<file path="config.mk">
export PLATFORM = sky130hd
export DESIGN_NAME = smpq_cell
export DESIGN_NICKNAME = d
export VERILOG_FILES = /design/src/rtl/core/smpq_pkg.sv /design/src/rtl/core/smpq_cell.sv
export SDC_FILE = /design/constraint.sdc
export NUM_CORES = 1
export LEC_CHECK = 0
export ABC_AREA = 1
export BUFFER_PORTS_ARGS = -buffer_cell sky130_fd_sc_hd__buf_4
export CORE_ASPECT_RATIO = 2
export CORE_MARGIN = 4
export CORE_UTILIZATION = 40
export DETAILED_ROUTE_END_ITERATION = 10
export PLACE_DENSITY = 0.73
export SETUP_SLACK_MARGIN = 0.1
export SLEW_MARGIN = 40
export SYNTH_ARGS = -nofsm -noshare
export SYNTH_HDL_FRONTEND = slang
export SYNTH_SLANG_ARGS = --single-unit
</file>
<file path="constraint.sdc">
create_clock -name clock -period 3.38 [get_ports clock]
set_clock_uncertainty 0.15 [all_clocks]
set_input_delay 0.676 -clock clock [delete_from_list [all_inputs] [get_ports clock]]
set_output_delay 0.676 -clock clock [all_outputs]
set_load 0.02 [all_outputs]
</file>
<file path="src/rtl/core/smpq_pkg.sv">
// ----------------------------------------------------------------------------
// smpq_pkg - shared types and constants of the sorted min priority queue
// Depth, field widths, operation and status codes, and the structs passed
// between the top level and the row of sorting cells.
// ----------------------------------------------------------------------------
package smpq_pkg;

   // storage depth and derived widths
   localparam int SMPQ_DEPTH = 128;
   localparam int COUNT_W    = $clog2(SMPQ_DEPTH + 1);
   localparam int KEY_W      = 32;
   localparam int OP_W       = 2;
   localparam int STATUS_W   = 2;
   localparam int OCC_W      = 8;

   // operation codes
   localparam logic [OP_W-1:0] OP_INSERT = 2'd0;
   localparam logic [OP_W-1:0] OP_REMOVE = 2'd1;
   localparam logic [OP_W-1:0] OP_PEEK   = 2'd2;

   // status codes
   localparam logic [STATUS_W-1:0] ST_OK    = 2'd0;
   localparam logic [STATUS_W-1:0] ST_EMPTY = 2'd1;
   localparam logic [STATUS_W-1:0] ST_FULL  = 2'd2;

   // key reported when there is nothing to return
   localparam logic signed [KEY_W-1:0] EMPTY_KEY = -32'sd1;

   // command broadcast to every cell
   typedef struct packed {
      logic                    ins;
      logic                    rem;
      logic signed [KEY_W-1:0] key;
   } cell_cmd_type;

   // what a cell shows its neighbours
   typedef struct packed {
      logic                    valid;
      logic                    take;
      logic signed [KEY_W-1:0] key;
   } cell_out_type;

endpackage

</file>
<file path="src/rtl/core/smpq_cell.sv">
// ----------------------------------------------------------------------------
// smpq_cell - one slot of the sorted key chain
// Holds one key and its valid bit. On insert, every slot above the new key's
// place takes its left neighbour's key; on remove, every slot takes its
// right neighbour's key.
// ----------------------------------------------------------------------------
module smpq_cell (
   input  logic                   clock,
   input  logic                   reset,
   input  smpq_pkg::cell_cmd_type cmd,
   input  smpq_pkg::cell_out_type left,
   input  smpq_pkg::cell_out_type right,
   output smpq_pkg::cell_out_type slot
);

   logic                              valid_ff;
   logic                              valid_in;
   logic signed [smpq_pkg::KEY_W-1:0] key_ff;
   logic signed [smpq_pkg::KEY_W-1:0] key_in;
   logic                              take;

   // slot is free or holds a key strictly above the new one
   assign take = !valid_ff || (key_ff > cmd.key);

   // next contents
   always_comb begin
      valid_in = valid_ff;
      key_in   = key_ff;
      if (cmd.ins && take) begin
         if (left.take) begin
            valid_in = left.valid;
            key_in   = left.key;
         end else begin
            valid_in = 1'b1;
            key_in   = cmd.key;
         end
      end else if (cmd.rem) begin
         valid_in = right.valid;
         key_in   = right.key;
      end
   end

   // valid bit
   always_ff @(posedge clock) begin
      if (reset) begin
         valid_ff <= 1'b0;
      end else begin
         valid_ff <= valid_in;
      end
   end

   // key payload
   always_ff @(posedge clock) begin
      key_ff <= key_in;
   end

   assign slot.valid = valid_ff;
   assign slot.take  = take;
   assign slot.key   = key_ff;

endmodule

</file>
==> flow_metrics.py, run 1 <==
metrics = {
    "floorplanning": {
        "coreArea_um2": 6940,
        "io-pin-count": 138,
        "num_rows": 43,
        "start_util": 0.410,
        "die_area_um2": 8600,
        "die_w_um": 67.6,
        "die_y_um": 127,
    },
    "critical_path": {
        "r2r_slack_ps": 780,
        "start_kind": "primary input",
        "required_ps": 2550,
        "cp_num_buf_inv": 4,
        "r2r_start": "key_ff[31]",
        "cpMostUsedCell": "nand2_1",
        "r2r_end": "key_ff[4]",
        "reg2regPathDepth": 13,
        "critical_path.max_stage_delay_ps": 320,
        "cp_data_arrival_time_ps": 2140,
        "crit_fanout": 3,
        "cp_cell_sequence": "buf_4 > inv_1 > ha_1 > nand2_1 > inv_1 > o21ai_0 > nand2_1 > nor2_1 > nand2_1 > nor2_1 > nand3_1 > nand3_2 > nand2_4 > buf_4",
        "end_kind": "primary output",
        "critPathKind": "in2out",
        "crit_path_top_delay_cell": "ha_1",
        "cp.depth": 14,
        "crit_family": "simple AND/OR/NAND/NOR gates",
    },
    "drt": {
        "via_count": 2698,
        "drc_errors": 0,
        "route.met2.wl_mm": 4.77,
        "routedWlPerCell_um": 13.8,
        "top_layer": "met4",
        "drt_wl_total_mm": 7.79,
        "ant_nets": 0,
        "routed_via_density": 4.77,
        "wl_met3_um": 464,
        "drt_iter0_drc": 59,
        "wl_met1_mm": 2.44,
        "drt-pass1-iter-count": 4,
    },
    "job": {
        "maxCapViolCount": 0,
    },
    "synth": {
        "synth_top_area_cell": "edfxtp_1",
        "synth-seq-cells": 33,
        "yosysTopAreaCellShare": 0.338,
        "yosysUniqueCellTypes": 25,
        "ys_top_cells_by_area": "edfxtp_1, nand2_1, ha_1",
        "yosysSeqAreaShare": 0.345,
        "syn_area_um2": 2840,
        "synthCells": 343,
        "syn_avg_cell_area_um2": 8.29,
        "syn_nets": 479,
        "yosysWarnings": 0,
    },
    "finish": {
        "stdcell_count": 566,
        "layout_commonest_cell": "nand2_1",
        "n_antenna_cell": 0,
        "final_cell_mix": "nand2_1, buf_4, inv_1",
        "areaGrowthSynthToFinish_pct": 42.4,
        "fin_nets": 612,
        "drive_above_1_share": 0.387,
    },
    "power": {
        "finalPower_w": 0.00156,
        "pwr-share-clk": 0.271,
        "powerDensity_nw_per_um2": 386,
        "peakVddDrop_mv": 0.376,
        "static-leakage-power_nw": 2.20,
        "swShare": 0.325,
        "pwr-share-comb": 0.374,
        "pwr-share-seq": 0.355,
        "p_sw_w": 0.000507,
        "intPower_w": 0.00105,
    },
    "clocking": {
        "clockRootBuffer": "clkbuf_16",
        "cts_tree": "yes",
        "cts_buffer_depth": 2,
        "cts_buffers": 5,
        "ctsResizeCount": 0,
        "cts_num_sinks": 33,
        "cts_setup_buffers": 0,
        "h-tree-depth": 2,
        "holdBufCountCts": 0,
        "clkSlewWorstSetupHoldPaths_ps": 50,
        "clk_latency_ps": 280,
    },
    "placed_design": {
        "pre_cts_ws_ps": 323,
        "place_inst": 559,
        "hpwl_mm": 6.35,
        "portBuffers": 136,
        "gp_congestion": 0.794,
    },
    "global_routing": {
        "grt_pass1_wl_mm": 12.2,
        "antenna_found_initial": 0,
        "grt-ovfl-total": 0,
        "grt_usage": 0.189,
        "grt_pass1_vias": 2811,
        "grt_max_degree": 37,
    },
    "timing": {
        "hold_viol": 0,
        "relSlewSlack": 0.579,
        "fin_tns_setup_ps": 0,
        "setup_violations": 0,
        "fin_ws_ps": 415,
        "max_freq_mhz": 337,
        "period_needed_ps": 2960,
        "worst_slew_pin_slew_ps": 631,
        "rsz0062_at_grt": "no",
        "drv_slew": 0,
        "fin_crit_sh": 0.877,
    },
    "hold_path": {
        "hp-start": "valid_ff",
        "hold_end": "valid_ff",
        "worstHoldPathCells": 2,
        "hold_class": "reg2reg",
    },
    "status": {
        "status": "completed",
    },
}
-- area by class of cell --
cell class              count  area [um^2]
clock buffers               6          129
clock inverters             1         3.75
fillers                   654         2890
inverters                  50          195
multi-input cells         246         1550
flip-flops and latches     33          981
well taps                  90          113
repair buffers            140         1080
-- sequential cells by signal (all words and copies together), names as in the netlist --
register  flops
key_ff       32
valid_ff      1
-- stage by stage --
stage          hold slack (ps)  instance area [um^2]   util
3_5_place_dp               382                  3920  0.564
5_1_grt                    391                  4050  0.583
6_report                   384                  4050  0.583
2_1_floorplan              353                  2840      -
3_3_place_gp               368                  3920  0.564
4_1_cts                    389                  4050  0.583
-- worst max path at each step --
stage | startpoint | end | slack (ps)
after floorplan | cmd[31] | key_ff[0] | 120
after global placement | cmd[13] | key_ff[15] | 350
after detailed placement | cmd[13] | key_ff[9] | 320
after CTS | cmd[13] | slot[32] | 370
after global routing | cmd[31] | slot[32] | 210
final | cmd[29] | slot[32] | 420
-- cell usage after synthesis --
master	instances
nor2_2	1
nand4_1	1
a21o_1	2
o211ai_2	30
nand3_1	5
buf_12	3
and3_1	1
edfxtp_1	32
nand3_2	2
nand2_8	1
or2_2	1
clkbuf_1	3
nand2_4	1
ha_1	32
inv_8	1
inv_1	47
o21ai_0	2
inv_2	2
buf_4	2
o211ai_1	2
nand2_1	142
a21oi_1	11
dfxtp_1	1
buf_2	6
nor2_1	12
-- power by group through the flow --
stage               combinational (W)  clock, W  sequential (W)
floorplan                    0.000285         0        0.000627
global placement             0.000580         0        0.000560
detailed placement           0.000592         0        0.000563
CTS                          0.000594  0.000432        0.000555
global route                 0.000651  0.000453        0.000562
finish                       0.000583  0.000423        0.000555
-- worst register-to-register path: cells and delay by family, from the launching register on --
kind,cells,cell delay [ps]
and+or+nand+nor,10,1100
adders and majority gates,1,330
buffers and inverters,2,320
DFF,1,390
-- kinds of logic (layout without fill, tap and decap cells) --
| kind of cell | after synthesis | after routing | share of synthesized area |
|---|---|---|---|
| buf+inv | 64 | 197 | 0.110 |
| compound gates | 47 | 47 | 0.165 |
| flops | 33 | 33 | 0.345 |
| simple gates | 167 | 167 | 0.239 |
| fa+ha+maj | 32 | 32 | 0.141 |
-- metal layers --
| layer | vias to the layer above | GRT usage |
|---|---|---|
| met5 | - | 0 |
| met4 | 0 | 0.0514 |
| met3 | 8 | 0.0466 |
| met2 | 80 | 0.391 |
| met1 | 1216 | 0.164 |
| li1 | 1394 | - |
Note: power is estimated with default switching activity, not from simulation.
==> run 2: changes to the inputs <==
--- a/config.mk
+++ b/config.mk
@@ -9,9 +9,9 @@
 export BUFFER_PORTS_ARGS = -buffer_cell sky130_fd_sc_hd__buf_4
 export CORE_ASPECT_RATIO = 2
 export CORE_MARGIN = 4
-export CORE_UTILIZATION = 40
+export CORE_UTILIZATION = 36
 export DETAILED_ROUTE_END_ITERATION = 10
-export PLACE_DENSITY = 0.73
+export PLACE_DENSITY = 0.66
 export SETUP_SLACK_MARGIN = 0.1
 export SLEW_MARGIN = 40
 export SYNTH_ARGS = -nofsm -noshare
==> run 2 against run 1 <==
  * Routed wire length grew 2.1%
  * Non-clock buffer count unchanged
  * Clock-buffer cell count stayed put
  * First-iteration DRC count up 1.7%
  * Highest routed layer unchanged
==> flow_metrics.py, run 2 (synthesis results as in run 1) <==
metrics = {
    "status": {
        "status": "completed",
    },
    "power": {
        "intPower_w": 0.00106,
        "p_sw_w": 0.000513,
        "pwr-share-clk": 0.274,
        "peakVddDrop_mv": 0.266,
        "static-leakage-power_nw": 2.20,
        "swShare": 0.327,
        "powerDensity_nw_per_um2": 386,
        "pwr-share-seq": 0.353,
        "pwr-share-comb": 0.373,
    },
    "critical_path": {
        "r2r_slack_ps": 800,
        "crit_path_top_delay_cell": "ha_1",
        "critical_path.max_stage_delay_ps": 310,
        "r2r_end": "key_ff[12]",
        "critPathKind": "in2out",
        "cp_data_arrival_time_ps": 2180,
        "r2r_start": "key_ff[31]",
        "cp_cell_sequence": "buf_4 > inv_1 > ha_1 > nand2_1 > inv_2 > nand3_2 > nor2_2 > and3_1 > nand2_1 > nand3_1 > nand3_2 > nand2_4 > buf_4",
        "end_kind": "primary output",
        "required_ps": 2550,
        "crit_fanout": 3,
        "start_kind": "primary input",
        "reg2regPathDepth": 13,
    },
    "timing": {
        "relSlewSlack": 0.561,
        "drv_slew": 0,
        "fin_crit_sh": 0.890,
        "fin_tns_setup_ps": 0,
        "rsz0062_at_grt": "no",
        "holdWs_ps": 374,
        "setup_violations": 0,
        "worst_slew_pin_slew_ps": 658,
        "period_needed_ps": 3010,
        "hold_viol": 0,
        "max_freq_mhz": 333,
    },
    "finish": {
        "biggestRegsByFlops": "key_ff (32), valid_ff (1)",
        "regArea_um2": 981,
        "final_cell_mix": "nand2_1, buf_4, inv_1",
        "n_antenna_cell": 0,
        "n_fill_cell": 778,
        "design_area_um2": 4070,
        "drive_above_1_share": 0.387,
        "layout_commonest_cell": "nand2_1",
        "multi_input_area_um2": 1550,
        "top_register": "key_ff",
        "fin_nets": 612,
        "areaGrowthSynthToFinish_pct": 43.0,
        "largest_reg_flops": 32,
    },
    "placed_design": {
        "portBuffers": 136,
        "dpl_cell_area_um2": 3930,
        "gp_congestion": 0.767,
        "hpwl_mm": 6.53,
    },
    "drt": {
        "ant_nets": 0,
        "routedWlPerCell_um": 14.0,
        "routed_via_density": 4.68,
        "drt-pass1-iter-count": 3,
        "drt_wl_total_mm": 7.96,
        "drt_iter0_drc": 60,
        "via_count": 2668,
        "drc_errors": 0,
    },
    "floorplanning": {
        "io-pin-count": 138,
        "start_util": 0.371,
        "die_area_um2": 9470,
        "die_w_um": 70.8,
        "die_y_um": 134,
        "num_rows": 45,
        "coreArea_um2": 7660,
    },
    "clocking": {
        "cts_buffer_depth": 2,
        "clockRootBuffer": "clkbuf_16",
        "ctsResizeCount": 0,
        "clk_latency_ps": 280,
        "holdBufCountCts": 0,
        "cts_setup_buffers": 0,
        "cts_num_sinks": 33,
        "h-tree-depth": 2,
        "clkSlewWorstSetupHoldPaths_ps": 60,
        "cts_tree": "yes",
        "cts_buffers": 5,
    },
    "hold_path": {
        "hold_end": "valid_ff",
        "worstHoldPathCells": 2,
        "hold_class": "reg2reg",
        "hp-start": "valid_ff",
    },
    "job": {
        "maxCapViolCount": 0,
    },
    "global_routing": {
        "grt_pass1_vias": 2738,
        "grt_max_degree": 38,
        "grt-ovfl-total": 0,
        "antenna_found_initial": 0,
        "grt_pass1_wl_mm": 12.4,
        "grt_usage": 0.168,
    },
}
==> run 2: cell count changes in the layout (fill, tap and decap cells not counted) <==
cell / delta
buf_4: -1
clkinv_2: +1
inv_2: -1
buf_12: +1
==> run 2: final cells by class <==
| class | instances | share of cell area |
|---|---|---|
| clock inverters | 1 | 0.000923 |
| well taps | 94 | 0.0289 |
| repair buffers | 140 | 0.268 |
| clock buffers | 6 | 0.0317 |
| flip-flops and latches | 33 | 0.241 |
| inverters | 50 | 0.0483 |
| multi-input cells | 246 | 0.381 |
==> run 2: worst max path at each step <==
stage / from / end
finish: cmd[31] / slot[32]
global route: cmd[13] / slot[32]
CTS: cmd[31] / slot[32]
detailed placement: cmd[31] / slot[32]
global placement: cmd[31] / slot[32]
floorplan: cmd[31] / key_ff[0]
==> run 2: power by group through the flow <==
stage | clock network (W) | registers [W] | logic (W)
floorplan | 0 | 0.000627 | 0.000285
detailed placement | 0 | 0.000563 | 0.000595
finish | 0.000430 | 0.000554 | 0.000585
CTS | 0.000443 | 0.000555 | 0.000597
global route | 0.000463 | 0.000562 | 0.000653
global placement | 0 | 0.000562 | 0.000588
==> run 2: stage by stage <==
| stage | util | instances | total power (W) | setup slack, ps |
|---|---|---|---|---|
| 6_report | 0.531 | 570 | 0.00157 | 373 |
| 5_1_grt | 0.531 | 570 | 0.00168 | 214 |
| 4_1_cts | 0.531 | 570 | 0.00160 | 351 |
| 3_5_place_dp | 0.514 | 563 | 0.00116 | 354 |
| 3_3_place_gp | 0.514 | 563 | 0.00115 | 375 |
| 2_1_floorplan | - | 343 | 0.000912 | 117 |
==> run 2: critical path: cells and delay by family <==
kind          cells  cell delay, ps
simple gates      8             850
fa+ha+maj         1             310
buf+inv           4             340
==> run 2: routing by layer <==
| metal | global-route usage | part of all wire |
|---|---|---|
| met1 | 0.152 | 0.33 |
| met2 | 0.346 | 0.59 |
| met3 | 0.0378 | 0.058 |
| met4 | 0.0575 | 0.019 |
| met5 | 0 | 0 |
==> run 3: changes to the inputs <==
--- a/config.mk
+++ b/config.mk
@@ -5,13 +5,12 @@
 export SDC_FILE = /design/constraint.sdc
 export NUM_CORES = 1
 export LEC_CHECK = 0
-export ABC_AREA = 1
 export BUFFER_PORTS_ARGS = -buffer_cell sky130_fd_sc_hd__buf_4
 export CORE_ASPECT_RATIO = 2
 export CORE_MARGIN = 4
 export CORE_UTILIZATION = 36
 export DETAILED_ROUTE_END_ITERATION = 10
-export PLACE_DENSITY = 0.66
+export PLACE_DENSITY = 0.63
 export SETUP_SLACK_MARGIN = 0.1
 export SLEW_MARGIN = 40
 export SYNTH_ARGS = -nofsm -noshare
==> run 3 against run 2 <==
  * Sequential power increased by 17%
  * Combinational power is 120% higher
  * Design area increased by 23%
  * Utilization fell by 3.4 points
  * Power is 50% higher
  * Sequential share of layout area down 4.5 points
  * Global-route usage is 2.4 points higher
  * Area after synthesis grew 31%
  * Die area rose by 28%
  * Cell count is 14% higher
  * Via count grew 38%
  * Highest routed layer unchanged
==> flow_metrics.py, run 3 <==
metrics = {
    "status": {
        "status": "completed",
    },
    "synth": {
        "yosysUniqueCellTypes": 43,
        "yosysWarnings": 0,
        "synthCells": 393,
        "synth_ff_type": "edfxtp_1",
        "synth-seq-cells": 33,
        "syn_nets": 529,
        "yosysSeqAreaShare": 0.264,
        "yosysTopAreaCellShare": 0.258,
        "syn_area_um2": 3720,
        "syn_avg_cell_area_um2": 9.47,
        "synth_edf_count": 32,
        "netlist_top_cells_count": "nand2_1, inv_1, a31oi_1",
        "yosysMostFrequentCell": "nand2_1",
        "ys_top_cells_by_area": "edfxtp_1, ha_1, o211ai_2",
        "async_flop_share": 0,
        "synth_top_area_cell": "edfxtp_1",
    },
    "placed_design": {
        "place_inst": 642,
        "gp_congestion": 0.825,
        "portBuffers": 136,
        "hpwl_mm": 9.00,
        "pre_cts_ws_ps": -186,
    },
    "global_routing": {
        "grt_pass1_vias": 3690,
        "grt_pass1_wl_mm": 18.0,
        "grt_usage": 0.192,
        "use_met3": 0.0219,
        "grt_max_degree": 53,
        "grt_use_met1": 0.196,
        "antenna_found_initial": 0,
        "grt.met2_usage": 0.370,
        "busiest_layer": "met2",
        "grt-ovfl-total": 0,
    },
    "finish": {
        "drive_above_1_share": 0.392,
        "fin_nets": 650,
        "layout_commonest_cell": "buf_4",
        "final_cell_mix": "buf_4, nand2_1, a31oi_1, inv_1",
        "biggestRegsByFlops": "key_ff (32), valid_ff (1)",
        "areaGrowthSynthToFinish_pct": 34.6,
        "largest_reg_flops": 32,
        "stdcell_count": 650,
        "top_register": "key_ff",
        "n_antenna_cell": 0,
    },
    "drt": {
        "drt_wl_total_mm": 11.9,
        "drt-pass1-iter-count": 6,
        "ant_nets": 0,
        "via_count": 3684,
        "routedWlPerCell_um": 18.2,
        "drt_iter0_drc": 142,
        "routed_via_density": 5.67,
        "drc_errors": 0,
    },
    "floorplanning": {
        "start_util": 0.369,
        "die_area_um2": 12100,
        "io-pin-count": 138,
        "die_y_um": 152,
        "die_w_um": 79.9,
        "coreArea_um2": 10100,
        "num_rows": 52,
    },
    "timing": {
        "rsz0062_at_grt": "yes",
        "max_freq_mhz": 305,
        "fin_crit_sh": 0.969,
        "drv_slew": 0,
        "setup_violations": 0,
        "relSlewSlack": 0.605,
        "period_needed_ps": 3280,
        "hold_viol": 0,
        "worst_slew_pin_slew_ps": 592,
        "fin_ws_ps": 104,
    },
    "critical_path": {
        "crit_path_start": "cmd[29]",
        "cpMostUsedCell": "buf_6",
        "end_kind": "primary output",
        "crit_path_top_delay_cell": "a2111o_1",
        "cp_num_buf_inv": 3,
        "critical_path.max_stage_delay_ps": 450,
        "cp_cell_sequence": "buf_6 > inv_4 > ha_4 > a21o_1 > a2111o_1 > a2111oi_4 > nand3_2 > nor2_4 > o21ai_4 > buf_6",
        "required_ps": 2550,
        "r2r_start": "key_ff[29]",
        "start_kind": "primary input",
        "crit_fanout": 2,
        "crit_family": "compound AO/OA/AOI/OAI gates",
        "cp_data_arrival_time_ps": 2450,
        "critPathKind": "in2out",
    },
    "clocking": {
        "cts_buffers": 5,
        "cts_buffer_depth": 2,
        "h-tree-depth": 2,
        "cts_num_sinks": 33,
        "clockRootBuffer": "clkbuf_16",
        "clk_latency_ps": 280,
        "clkSlewWorstSetupHoldPaths_ps": 50,
        "cts_tree": "yes",
        "cts_setup_buffers": 0,
        "holdBufCountCts": 0,
    },
    "power": {
        "static-leakage-power_nw": 2.22,
        "peakVddDrop_mv": 0.275,
        "powerDensity_nw_per_um2": 469,
    },
    "hold_path": {
        "hp-start": "reset",
        "hold_class": "in2reg",
    },
    "job": {
        "maxCapViolCount": 0,
    },
}
-- run 3: cells by family (layout without fill, tap and decap cells) --
family | Yosys count | count (layout) | share of synthesized area
AO/OA/AOI/OAI | 128 | 128 | 0.295
adder cells (fa/ha/maj) | 32 | 32 | 0.108
buffers and inverters | 71 | 193 | 0.104
flip-flops | 33 | 33 | 0.264
multiplexers | 32 | 32 | 0.0861
AND/OR/NAND/NOR | 97 | 97 | 0.145
-- run 3: path summary, 6_finish.rpt --
kind	cells after the start	slack, ps	endpoint
worst min register to register	3	600	valid_ff
worst max-delay path	10	100	slot[32]
worst min-delay path	3	490	valid_ff
worst max register to register	10	340	key_ff[20]
-- run 3: per-layer routing --
metal,routed length [um],up-vias
li1,-,1796
met1,4020,1740
met2,6790,115
met3,543,33
met4,505,0
met5,0,-
-- run 3: area by class of cell --
class | instances | area (um^2)
fill | 999 | 5080
multi-input combinational | 289 | 2420
timing repair buffer | 150 | 1170
sequential | 33 | 982
tap | 135 | 169
clock buffer | 8 | 136
inverter | 35 | 134
-- run 3: what timing repair did --
item	CTS	global route
endpoints found under the setup margin	2	14
gates resized for setup	3	9
pin swaps	0	1
-- run 3: where the power goes --
group / switching, W / internal (W)
registers: 0.0000702 / 0.000577
clock network: 0.000173 / 0.000274
logic: 0.000714 / 0.000543
total: 0.000957 / 0.00139
-- run 3: per-stage QoR --
step                 util  power [W]  hold WS (ps)  TNS [ps]  area (um^2)
CTS                 0.492    0.00236           490     -6.21         4960
detailed placement  0.477    0.00189           591     -6830         4810
finish              0.497    0.00235           494         0         5010
global route        0.497    0.00251           497         0         5010
global placement    0.477    0.00186           591     -6480         4810
floorplan               -    0.00146           527         0         3730
-- run 3: worst reg2reg max path, cell delays in order, from the launching register on --
cell	delay (ps)
edfxtp_1	440
ha_4	250
a21o_1	170
a2111o_1	450
a2111oi_4	270
nand3_2	160
nor2_4	140
buf_4	240
buf_12	250
or4_1	180
o211ai_2	80
